File: config.mk
export PLATFORM = sky130hd
export DESIGN_NAME = key_matrix_debounce_events_top
export DESIGN_NICKNAME = d
export VERILOG_FILES = /design/src/sv/kmd_pkg.sv /design/src/sv/kmd_key_ram.sv /design/src/sv/kmd_key_update.sv /design/src/sv/key_matrix_debounce_events_top.sv
export SDC_FILE = /design/constraint.sdc
export NUM_CORES = 2
export LEC_CHECK = 0
export BUFFER_PORTS_ARGS = -buffer_cell sky130_fd_sc_hd__buf_4
export CORE_MARGIN = 2
export CORE_UTILIZATION = 40
export DETAILED_ROUTE_END_ITERATION = 10
export PLACE_DENSITY = 0.66
export RECOVER_POWER = 50
export SKIP_CTS_REPAIR_TIMING = 1
export SLEW_MARGIN = 20
export SYNTH_ARGS = -nofsm -noshare
export SYNTH_HDL_FRONTEND = slang
export SYNTH_SLANG_ARGS = --single-unit
File: constraint.sdc
create_clock -name i_clk -period 6.32 [get_ports i_clk]
set_input_delay 0.948 -clock i_clk [delete_from_list [all_inputs] [get_ports i_clk]]
set_output_delay 0.948 -clock i_clk [all_outputs]
set_load 0.02 [all_outputs]
File: src/sv/kmd_pkg.sv
package kmd_pkg;

    localparam int Pins        = 10;
    localparam int Cols        = Pins - 1;
    localparam int Keys        = Pins * Cols;
    localparam int MaxEvents   = 8;
    localparam int KeycodeBits = 16;
    localparam int AddrW       = $clog2(Keys);
    localparam int CntW        = $clog2(MaxEvents + 1);
    localparam int FrameW      = 3;

    localparam logic [FrameW-1:0] ArmFrames = FrameW'(2);

    typedef struct packed {
        logic        scan_start;
        logic [3:0]  row;
        logic [3:0]  column;
        logic        pressed;
        logic [15:0] keycode;
    } t_in_item;

    typedef struct packed {
        logic [3:0]  event_row;
        logic [3:0]  event_column;
        logic        event_pressed;
        logic [15:0] event_keycode;
    } t_out_item;

    typedef struct packed {
        logic                   state;
        logic                   pending;
        logic [FrameW-1:0]      frame;
        logic [KeycodeBits-1:0] code;
    } t_key_entry;

    typedef struct packed {
        logic                   evt;
        t_key_entry             entry;
        logic [KeycodeBits-1:0] evt_code;
        logic [CntW-1:0]        cnt;
    } t_key_upd;

endpackage

File: src/sv/kmd_key_ram.sv
module kmd_key_ram (
    input  logic                     i_clk,
    input  logic                     i_rd_en,
    input  logic [kmd_pkg::AddrW-1:0] i_rd_addr,
    output kmd_pkg::t_key_entry      o_rd_data,
    input  logic                     i_wr_en,
    input  logic [kmd_pkg::AddrW-1:0] i_wr_addr,
    input  kmd_pkg::t_key_entry      i_wr_data
);

    kmd_pkg::t_key_entry r_mem [kmd_pkg::Keys];
    kmd_pkg::t_key_entry r_rd_data;

    always_ff @(posedge i_clk) begin
        if (i_wr_en) begin
            r_mem[i_wr_addr] <= i_wr_data;
        end
    end

    // read-before-write: a same-edge write is forwarded by the caller
    always_ff @(posedge i_clk) begin
        if (i_rd_en) begin
            r_rd_data <= r_mem[i_rd_addr];
        end
    end

    assign o_rd_data = r_rd_data;

endmodule

File: src/sv/kmd_key_update.sv
module kmd_key_update (
    input  kmd_pkg::t_key_entry                  i_entry,
    input  logic                                 i_in_range,
    input  logic                                 i_scan_start,
    input  logic                                 i_pressed,
    input  logic [kmd_pkg::KeycodeBits-1:0]      i_keycode,
    input  logic [kmd_pkg::CntW-1:0]             i_events,
    output kmd_pkg::t_key_upd                    o_upd
);

    logic [kmd_pkg::CntW-1:0] cnt;

    always_comb begin
        cnt            = i_scan_start ? '0 : i_events;
        o_upd.evt      = 1'b0;
        o_upd.entry    = i_entry;
        o_upd.evt_code = i_keycode;
        o_upd.cnt      = cnt;
        if (i_in_range) begin
            if (i_entry.frame > kmd_pkg::FrameW'(1)) begin
                o_upd.entry.frame = i_entry.frame - kmd_pkg::FrameW'(1);
            end else if (i_entry.frame == kmd_pkg::FrameW'(1)) begin
                // full event budget: leave the key armed for the next scan
                if (cnt < kmd_pkg::CntW'(kmd_pkg::MaxEvents)) begin
                    o_upd.entry.frame = '0;
                    if (i_entry.pending == i_pressed) begin
                        o_upd.entry.state = i_pressed;
                        if (i_pressed) begin
                            o_upd.entry.code = i_keycode;
                        end else begin
                            o_upd.evt_code = i_entry.code;
                        end
                        if (o_upd.evt_code != '0) begin
                            o_upd.evt = 1'b1;
                            o_upd.cnt = cnt + kmd_pkg::CntW'(1);
                        end
                    end
                end
            end else if (i_entry.state != i_pressed) begin
                o_upd.entry.pending = i_pressed;
                o_upd.entry.frame   = kmd_pkg::ArmFrames;
            end
        end
    end

endmodule

File: src/sv/key_matrix_debounce_events_top.sv
// Per-key debounce of a scanned key matrix. One key sample is taken per clock unless
// stalled; a press or release event passes the read stage, then the output register.
// The per-key table is a one-port-read, one-port-write memory: the entry is read at
// accept and written back as it leaves the read stage, with the just-written
// entry forwarded when the following sample hits the same key, so back-to-back
// samples keep full rate. Reset takes effect at once through per-entry valid flags
// (no clearing pass). The input stalls only while an event is held in the output
// register and the downstream side stalls with the next sample in the read stage.
module key_matrix_debounce_events_top (
    input  logic                 i_clk,
    input  logic                 i_rst_n,
    input  logic                 i_in_valid,
    output logic                 o_in_stall,
    input  kmd_pkg::t_in_item    i_in,
    output logic                 o_out_valid,
    input  logic                 i_out_stall,
    output kmd_pkg::t_out_item   o_out
);

    logic                        in_accept;
    logic                        in_range;
    logic [kmd_pkg::AddrW-1:0]   in_addr;
    logic                        s1_go;
    logic                        wr_en;
    logic                        fwd_hit;
    kmd_pkg::t_key_entry         rd_entry;
    kmd_pkg::t_key_entry         cur_entry;
    kmd_pkg::t_key_upd           upd;

    logic                        r_s1_valid;
    kmd_pkg::t_in_item           r_s1_item;
    logic                        r_s1_in_range;
    logic [kmd_pkg::AddrW-1:0]   r_s1_addr;
    logic                        r_fwd;
    kmd_pkg::t_key_entry         r_fwd_entry;
    logic                        r_rd_vld;
    logic [kmd_pkg::Keys-1:0]    r_key_vld;
    logic [kmd_pkg::CntW-1:0]    r_events;
    logic                        r_out_valid;
    kmd_pkg::t_out_item          r_out;

    assign in_range = (int'(i_in.row) < kmd_pkg::Pins) && (int'(i_in.column) < kmd_pkg::Cols);
    assign in_addr  = in_range ?
        kmd_pkg::AddrW'(int'(i_in.row) * kmd_pkg::Cols + int'(i_in.column)) : '0;

    assign s1_go      = r_s1_valid && (!r_out_valid || !i_out_stall);
    assign o_in_stall = r_s1_valid && !s1_go;
    assign in_accept  = i_in_valid && !o_in_stall;
    assign wr_en      = s1_go && r_s1_in_range;
    assign fwd_hit    = wr_en && (r_s1_addr == in_addr);

    kmd_key_ram u_ram (
        .i_clk     (i_clk),
        .i_rd_en   (in_accept),
        .i_rd_addr (in_addr),
        .o_rd_data (rd_entry),
        .i_wr_en   (wr_en),
        .i_wr_addr (r_s1_addr),
        .i_wr_data (upd.entry)
    );

    always_comb begin
        if (r_fwd) begin
            cur_entry = r_fwd_entry;
        end else if (r_rd_vld) begin
            cur_entry = rd_entry;
        end else begin
            cur_entry = '0;
        end
    end

    kmd_key_update u_upd (
        .i_entry      (cur_entry),
        .i_in_range   (r_s1_in_range),
        .i_scan_start (r_s1_item.scan_start),
        .i_pressed    (r_s1_item.pressed),
        .i_keycode    (r_s1_item.keycode[kmd_pkg::KeycodeBits-1:0]),
        .i_events     (r_events),
        .o_upd        (upd)
    );

    always_ff @(posedge i_clk) begin
        if (!i_rst_n) begin
            r_s1_valid  <= 1'b0;
            r_key_vld   <= '0;
            r_events    <= '0;
            r_out_valid <= 1'b0;
            r_fwd       <= 1'b0;
        end else begin
            if (in_accept) begin
                r_s1_valid <= 1'b1;
                r_fwd      <= fwd_hit;
            end else if (s1_go) begin
                r_s1_valid <= 1'b0;
            end
            if (wr_en) begin
                r_key_vld[r_s1_addr] <= 1'b1;
            end
            if (s1_go) begin
                r_events <= upd.cnt;
            end
            if (s1_go && upd.evt) begin
                r_out_valid <= 1'b1;
            end else if (!i_out_stall) begin
                r_out_valid <= 1'b0;
            end
        end
    end

    always_ff @(posedge i_clk) begin
        if (in_accept) begin
            r_s1_item     <= i_in;
            r_s1_in_range <= in_range;
            r_s1_addr     <= in_addr;
            r_fwd_entry   <= upd.entry;
            r_rd_vld      <= r_key_vld[in_addr];
        end
        if (s1_go && upd.evt) begin
            r_out.event_row     <= r_s1_item.row;
            r_out.event_column  <= r_s1_item.column;
            r_out.event_pressed <= r_s1_item.pressed;
            r_out.event_keycode <= 16'(upd.evt_code);
        end
    end

    assign o_out_valid = r_out_valid;
    assign o_out       = r_out;

    // event budget per scan is never exceeded
    a_events_bound: assert property (@(posedge i_clk) disable iff (!i_rst_n)
        r_events <= kmd_pkg::CntW'(kmd_pkg::MaxEvents))
        else $error("event count above budget");

    // an event beat never carries keycode zero
    a_evt_code: assert property (@(posedge i_clk) disable iff (!i_rst_n)
        o_out_valid |-> (o_out.event_keycode != '0))
        else $error("event with empty keycode");

    // forwarding only follows a write-back in the accept cycle
    a_fwd_src: assert property (@(posedge i_clk) disable iff (!i_rst_n)
        in_accept |=> (r_fwd == $past(fwd_hit)))
        else $error("forward flag mismatch");

    // an event only comes from a key in its final wait frame
    a_evt_frame: assert property (@(posedge i_clk) disable iff (!i_rst_n)
        (s1_go && upd.evt) |-> (cur_entry.frame == kmd_pkg::FrameW'(1) && r_s1_in_range))
        else $error("event outside final frame");

    // input stalls only while the output register is held
    a_stall_cause: assert property (@(posedge i_clk) disable iff (!i_rst_n)
        o_in_stall |-> (r_out_valid && i_out_stall && r_s1_valid))
        else $error("input stalled without cause");

endmodule
**Word level (Yosys, flattened, before mapping)**

Memories as Yosys holds them, arrays and structs flattened. A register that Yosys moved wholly into a read port is not among the register bits.
Index checks and enable logic that the tools add are counted.

- Register bits: 178
- Latch bits: 0
- Bits in writable memories: 1890
- Memory bits (read-only): 0
- Output and inout port bits: 27
- Memories: 1

Memories:

| memory | words | bits a word | read ports | clocked after Yosys merged registers in | wr ports | line | text |
|---|---|---|---|---|---|---|---|
| u_ram.r_mem | 90 | 21 | 1 | 1 | 1 | kmd_key_ram.sv:11 | `kmd_pkg::t_key_entry r_mem [kmd_pkg::Keys];` |

- Add/subtract/negate cells: 3
- Multipliers: 1
- Divide/modulo/power cells: 0
- Magnitude comparators: 7
- Eq/ne operators: 5
- Shift-type cells: 0
- Mux-type cells: 35
- Bitwise operators: 1
- Reduce and logical (&&, ||, !) cells: 15

Operators with widths:

| operator | number |
|---|---|
| $mux 36 | 3 |
| $mux 16 | 6 |
| $or 90x90->90 | 1 |
| $mux 21 | 2 |
| $mux 42 | 1 |
| $mux 39 | 1 |
| $lt 7x8->1 const B | 2 |
| $reduce_bool 16->1 | 1 |
| $lt 4x4->1 const B | 3 |
| $mux 4 | 3 |
| $mux 1 | 10 |
| $mux 3 | 3 |
| $logic_and 1x1->1 | 8 |
| $add 7x4->7 | 1 |
| $bmux 1 s7 | 1 |
| $demux 1 s7 | 1 |
| $eq 7x7->1 | 1 |
| $ge 7x1->1 const B | 1 |
| $mul 4x4->7 const B | 1 |
| $mux 7 | 1 |
| $mux 2 | 3 |
| $add 4x1->4 const B | 1 |
| $logic_not 1->1 | 4 |
| $eq 3x1->1 const B | 1 |
| other kinds (7) | 7 |

**Depth between registers and ports, before layout**

- Word-level depth: 17
- Mapped depth: 14
- Depth with buffers taken out: 11

**Modules after synthesis**

From an unflattened synthesis, not the netlist that was laid out.

- Cells, all modules: 4020
- Area total of the unflattened synthesis: 81428.1 µm²

Modules (own cells, without submodules):

| module | times used | cells an instance | area an instance (µm²) | sequential area each (µm²) |
|---|---|---|---|---|
| kmd_key_ram | 1 | 3275 | 73122.6 | 57385.0 |
| key_matrix_debounce_events_top | 1 | 647 | 7464.7 | 4374.2 |
| kmd_key_update | 1 | 98 | 840.8 | 0.0 |

**Worst setup path after synthesis**

Ideal clock, no wire load.

- Path type: register -> register
- Start point: register r_rd_vld
- End point: register r_fwd_entry[16] (netlist name), data pin
- Library setup time: 0.911 ns
- Arrival time: 5.293 ns
- Data required time: 5.409 ns
- Path slack: 0.116 ns
- Stages on the path, launching flop included: 9
- Path buffers: 1
- Cells stage by stage: edfxtp_1 clkbuf_1 nor2b_1 a22oi_1 inv_1 ha_1 a21oi_1 o21ai_0 o21ai_0

RTL lines:

| element | line | text |
|---|---|---|
| from (decl) | key_matrix_debounce_events_top.sv:36 | `logic r_rd_vld;` |
| from (signal assigned) | key_matrix_debounce_events_top.sv:116 | `r_rd_vld <= r_key_vld[in_addr];` |
| to (signal assigned) | key_matrix_debounce_events_top.sv:115 | `r_fwd_entry <= upd.entry;` |
| to (decl) | key_matrix_debounce_events_top.sv:35 | `kmd_pkg::t_key_entry r_fwd_entry;` |

**Worst setup path in the final report**

- Start point: input i_in[22] (netlist name)
- End point: register, netlist name u_ram.o_rd_data[6]

- Longest elaborated chain between the ends: 3
- Elaborated cells on any way between the ends: 5
- Classes of those cells: add/sub: 1; mul: 1; order compare: 1; mux: 1; reduce/logical: 1

RTL lines:

| element | line | text |
|---|---|---|
| from (decl) | key_matrix_debounce_events_top.sv:14 | `input kmd_pkg::t_in_item i_in,` |
| $mul 4x4->7 / $lt 4x4->1 (equally long branches) | key_matrix_debounce_events_top.sv:44, key_matrix_debounce_events_top.sv:42 |  |
| $add 7x4->7 / $logic_and 1x1->1 (equally long branches) | key_matrix_debounce_events_top.sv:44, key_matrix_debounce_events_top.sv:42 |  |
| $mux 7 (*) | key_matrix_debounce_events_top.sv:43 | `assign in_addr = in_range ?` |

Every way passes the cells marked *; elsewhere a longest branch is shown, timed or not.
A chain may end at the register's enable or synchronous reset.

==> qor.csv <==
metric;value;unit
via_count;53100;
clock_latency;0.89;ns
max_stage_delay;1.09;ns
gp_congestion;0.987;
holdWs;0.274;ns
synth_fa_ha_area_share;0.237;%
fin_worst_skew;0.0696;ns
syn_avg_cell_area;15.7;um^2
antenna_found_initial;23;
synthMuxAreaShare;3.75;%
vias_per_cell;6.44;
track_usage;24.8;%
drtIter0Drc;9510;
synth_compound_area_share;12.9;%
final_cell_mix;1992 x edfxtp_1, 381 x nand2_1, 205 x clkbuf_16;
slew_violations;2143;
grt_pass1_vias;49300;
cpMaxStageDelayCell;a211oi_1;
cts_tree;built;
start_util;40.2;%
ys_types;91;
syn_area;0.0823;mm^2
async_flop_share;0;%
critPathMostFrequentCell;buf_4;
yosys_warnings;0;
hp-class;in2reg;
hold_violations;0;
cp_max_fo;14;
p_comb_share;14.0;%
slew_headroom;-232;%
synth_top_area_cell;edfxtp_1;
ant_nets;0;
critical_path_class;in2reg;
power.density;346;mW/mm^2
tightest_slew;4.97;ns
path_cells;clkbuf_1 -> ha_1 -> ha_4 -> fa_4 -> buf_4 -> inv_2 -> nor4_4 -> o21ai_0 -> o22ai_1 -> nor4_1 -> a211oi_1 -> buf_4 -> o41ai_1;
io_buffers;56;
core;0.205;mm^2
fin_crit_sh;90.6;%
grt_start_max_net_pins;92;
p_seq_share;49.6;%
ctsLongestPathBuffers;3;
synth_area_leaders;edfxtp_1 73%, mux2i_1 2.4%, dfxtp_1 2.4%, o221ai_1 2.0%, nand2_1 1.7%;
yosysTopAreaCellShare;72.7;%
root_buffer;clkbuf_16;
failed_checks;capacitance limit, slew limit;
fp.dieW;458;um
synth_flop_cell;edfxtp_1;
dp_hpwl;159;mm
path_buf_inv;4;
clkSlewWorstSetupHoldPaths;0.06;ns
ys_seq_area_share;75.1;%
clockPowerShare;36.4;%
die-area;0.209;mm^2
p_sw;0.00877;W
intPower;0.0236;W
ios;57;
htreeDepth;4;
grt-ovfl-total;0;
clock_sinks;2089;
fmax;175;MHz
area_delta_synth_final;13.5;%
end_kind;flop;
path_delay_family;compound AO/OA/AOI/OAI gates;
post-route-drc-count;0;
setup_viol;0;
synth_nets;5294;
rsz0062_at_grt;false;
ys_seq_elements;2089;
wl;268;mm
die_y;458;um
std_cell_rows;166;
cts_inserted_buffers;202;
yosys.area_share.xor_xnor;0.137;%
fin_cells;8237;
r2r_setup_slack;0.80;ns
worstPathArrival;6.34;ns
period_needed;5.73;ns
netlist_instances;5249;
start_kind;input pin;
nNetsFinal;5418;
sw_frac_of_total;27.1;%
synth_edf_count;1992;
status;complete, but fails checks;
final_common_cell;edfxtp_1;
cellLeakagePower;29.7;nW
wl_per_cell;32.5;um
yosys.area_share.simple;5.68;%
dp_cells;7855;
drive_above_1_share;12.9;%
firstDrtPassIters;9;
synth_top_family_by_area;compound AO/OA/AOI/OAI gates;
crit_required;6.93;ns
fin_setup_tns;0;ns
maxCapViolCount;88;
irDropWorstVdd;0.270;mV
grt_pass1_wl;375;mm
layer usage:
metal | up-vias | GRT usage (%) | part of all wire (%)
met2 | 4144 | 36.0 | 43
met4 | 20 | 12.0 | 5.6
met1 | 26600 | 33.8 | 37
met3 | 734 | 7.61 | 14
met5 | - | 0 | 0.053
li1 | 21600 | - | -
layout make-up:
cell class / count / area, um^2
inverter: 28 / 124
antenna: 6 / 15.0
fill: 17300 / 111000
sequential: 2089 / 61800
clock buffer: 265 / 5440
tap: 2688 / 3360
multi-input combinational: 2734 / 19300
clock inverter: 109 / 928
timing repair buffer: 318 / 2500
cells by family (layout without fill, tap and decap cells):
family	after synthesis	in the layout
DFF	2089	2089
AOI/OAI and AO/OA	1429	1429
adders and majority gates	15	15
and+or+nand+nor	986	986
other	0	6
buffers and inverters	426	720
xor gates and xnor gates	12	12
muxes	292	292
synth_stat cells (all sizes together) (89+ instances only):
library cell / instances
a21oi: 189
a221oi: 111
buf: 207
clkbuf: 191
dfxtp: 97
edfxtp: 1992
mux2: 89
mux2i: 199
nand2: 383
nand3: 100
nor2: 213
o21ai: 133
o221ai: 188
o22ai: 140
through the flow:
stage	cell area, um^2	total power [W]	util, %	setup slack (ns)
after floorplan	82300	0.0185	-	0.116
after global placement	87600	0.0206	42.8	0.408
after detailed placement	87700	0.0207	42.9	0.448
after CTS	94100	0.0322	46.0	1.37
after global routing	93400	0.0329	45.6	0.606
final	93400	0.0323	45.6	0.594
worst reg2reg max path, stage by stage (launching register included):
cell and delay [ns]:
edfxtp_1 0.69, nor2b_1 0.32, a22oi_1 0.31, inv_1 0.14, ha_1 0.28, nor4_1 0.36, nand2_1 0.16, a21oi_4 0.16
clkbuf_1 1.20, clkbuf_2 1.30
path summary, 6_finish.rpt:
check / from / endpoint / cells after the start
worst max-delay path: i_in[22] / u_ram.o_rd_data[6] / 13
worst min-delay path: i_in[9] / r_s1_item[9] / 1
worst max register to register: r_rd_vld / u_ram.r_mem[85][19] / 9
worst min register to register: r_s1_item[20] / o_out[20] / 0
sequential cells by signal (all words and copies together) (netlist names):
register and count:
o_out 25, o_out_valid 1, r_events 4, r_fwd 1, r_fwd_entry 21, r_key_vld 90, r_rd_vld 1, r_s1_addr 7
r_s1_in_range 1, r_s1_item 26, r_s1_valid 1, u_ram.o_rd_data 21, u_ram.r_mem 1890
power by group through the flow:
stage / Sequential [W] / Clock (W) / Combinational [W]
after floorplan: 0.0164 / 0 / 0.00212
after global placement: 0.0163 / 0 / 0.00426
after detailed placement: 0.0163 / 0 / 0.00436
after CTS: 0.0160 / 0.0118 / 0.00437
after global routing: 0.0160 / 0.0123 / 0.00462
final: 0.0160 / 0.0118 / 0.00453
(Power assumes the default switching activity.)
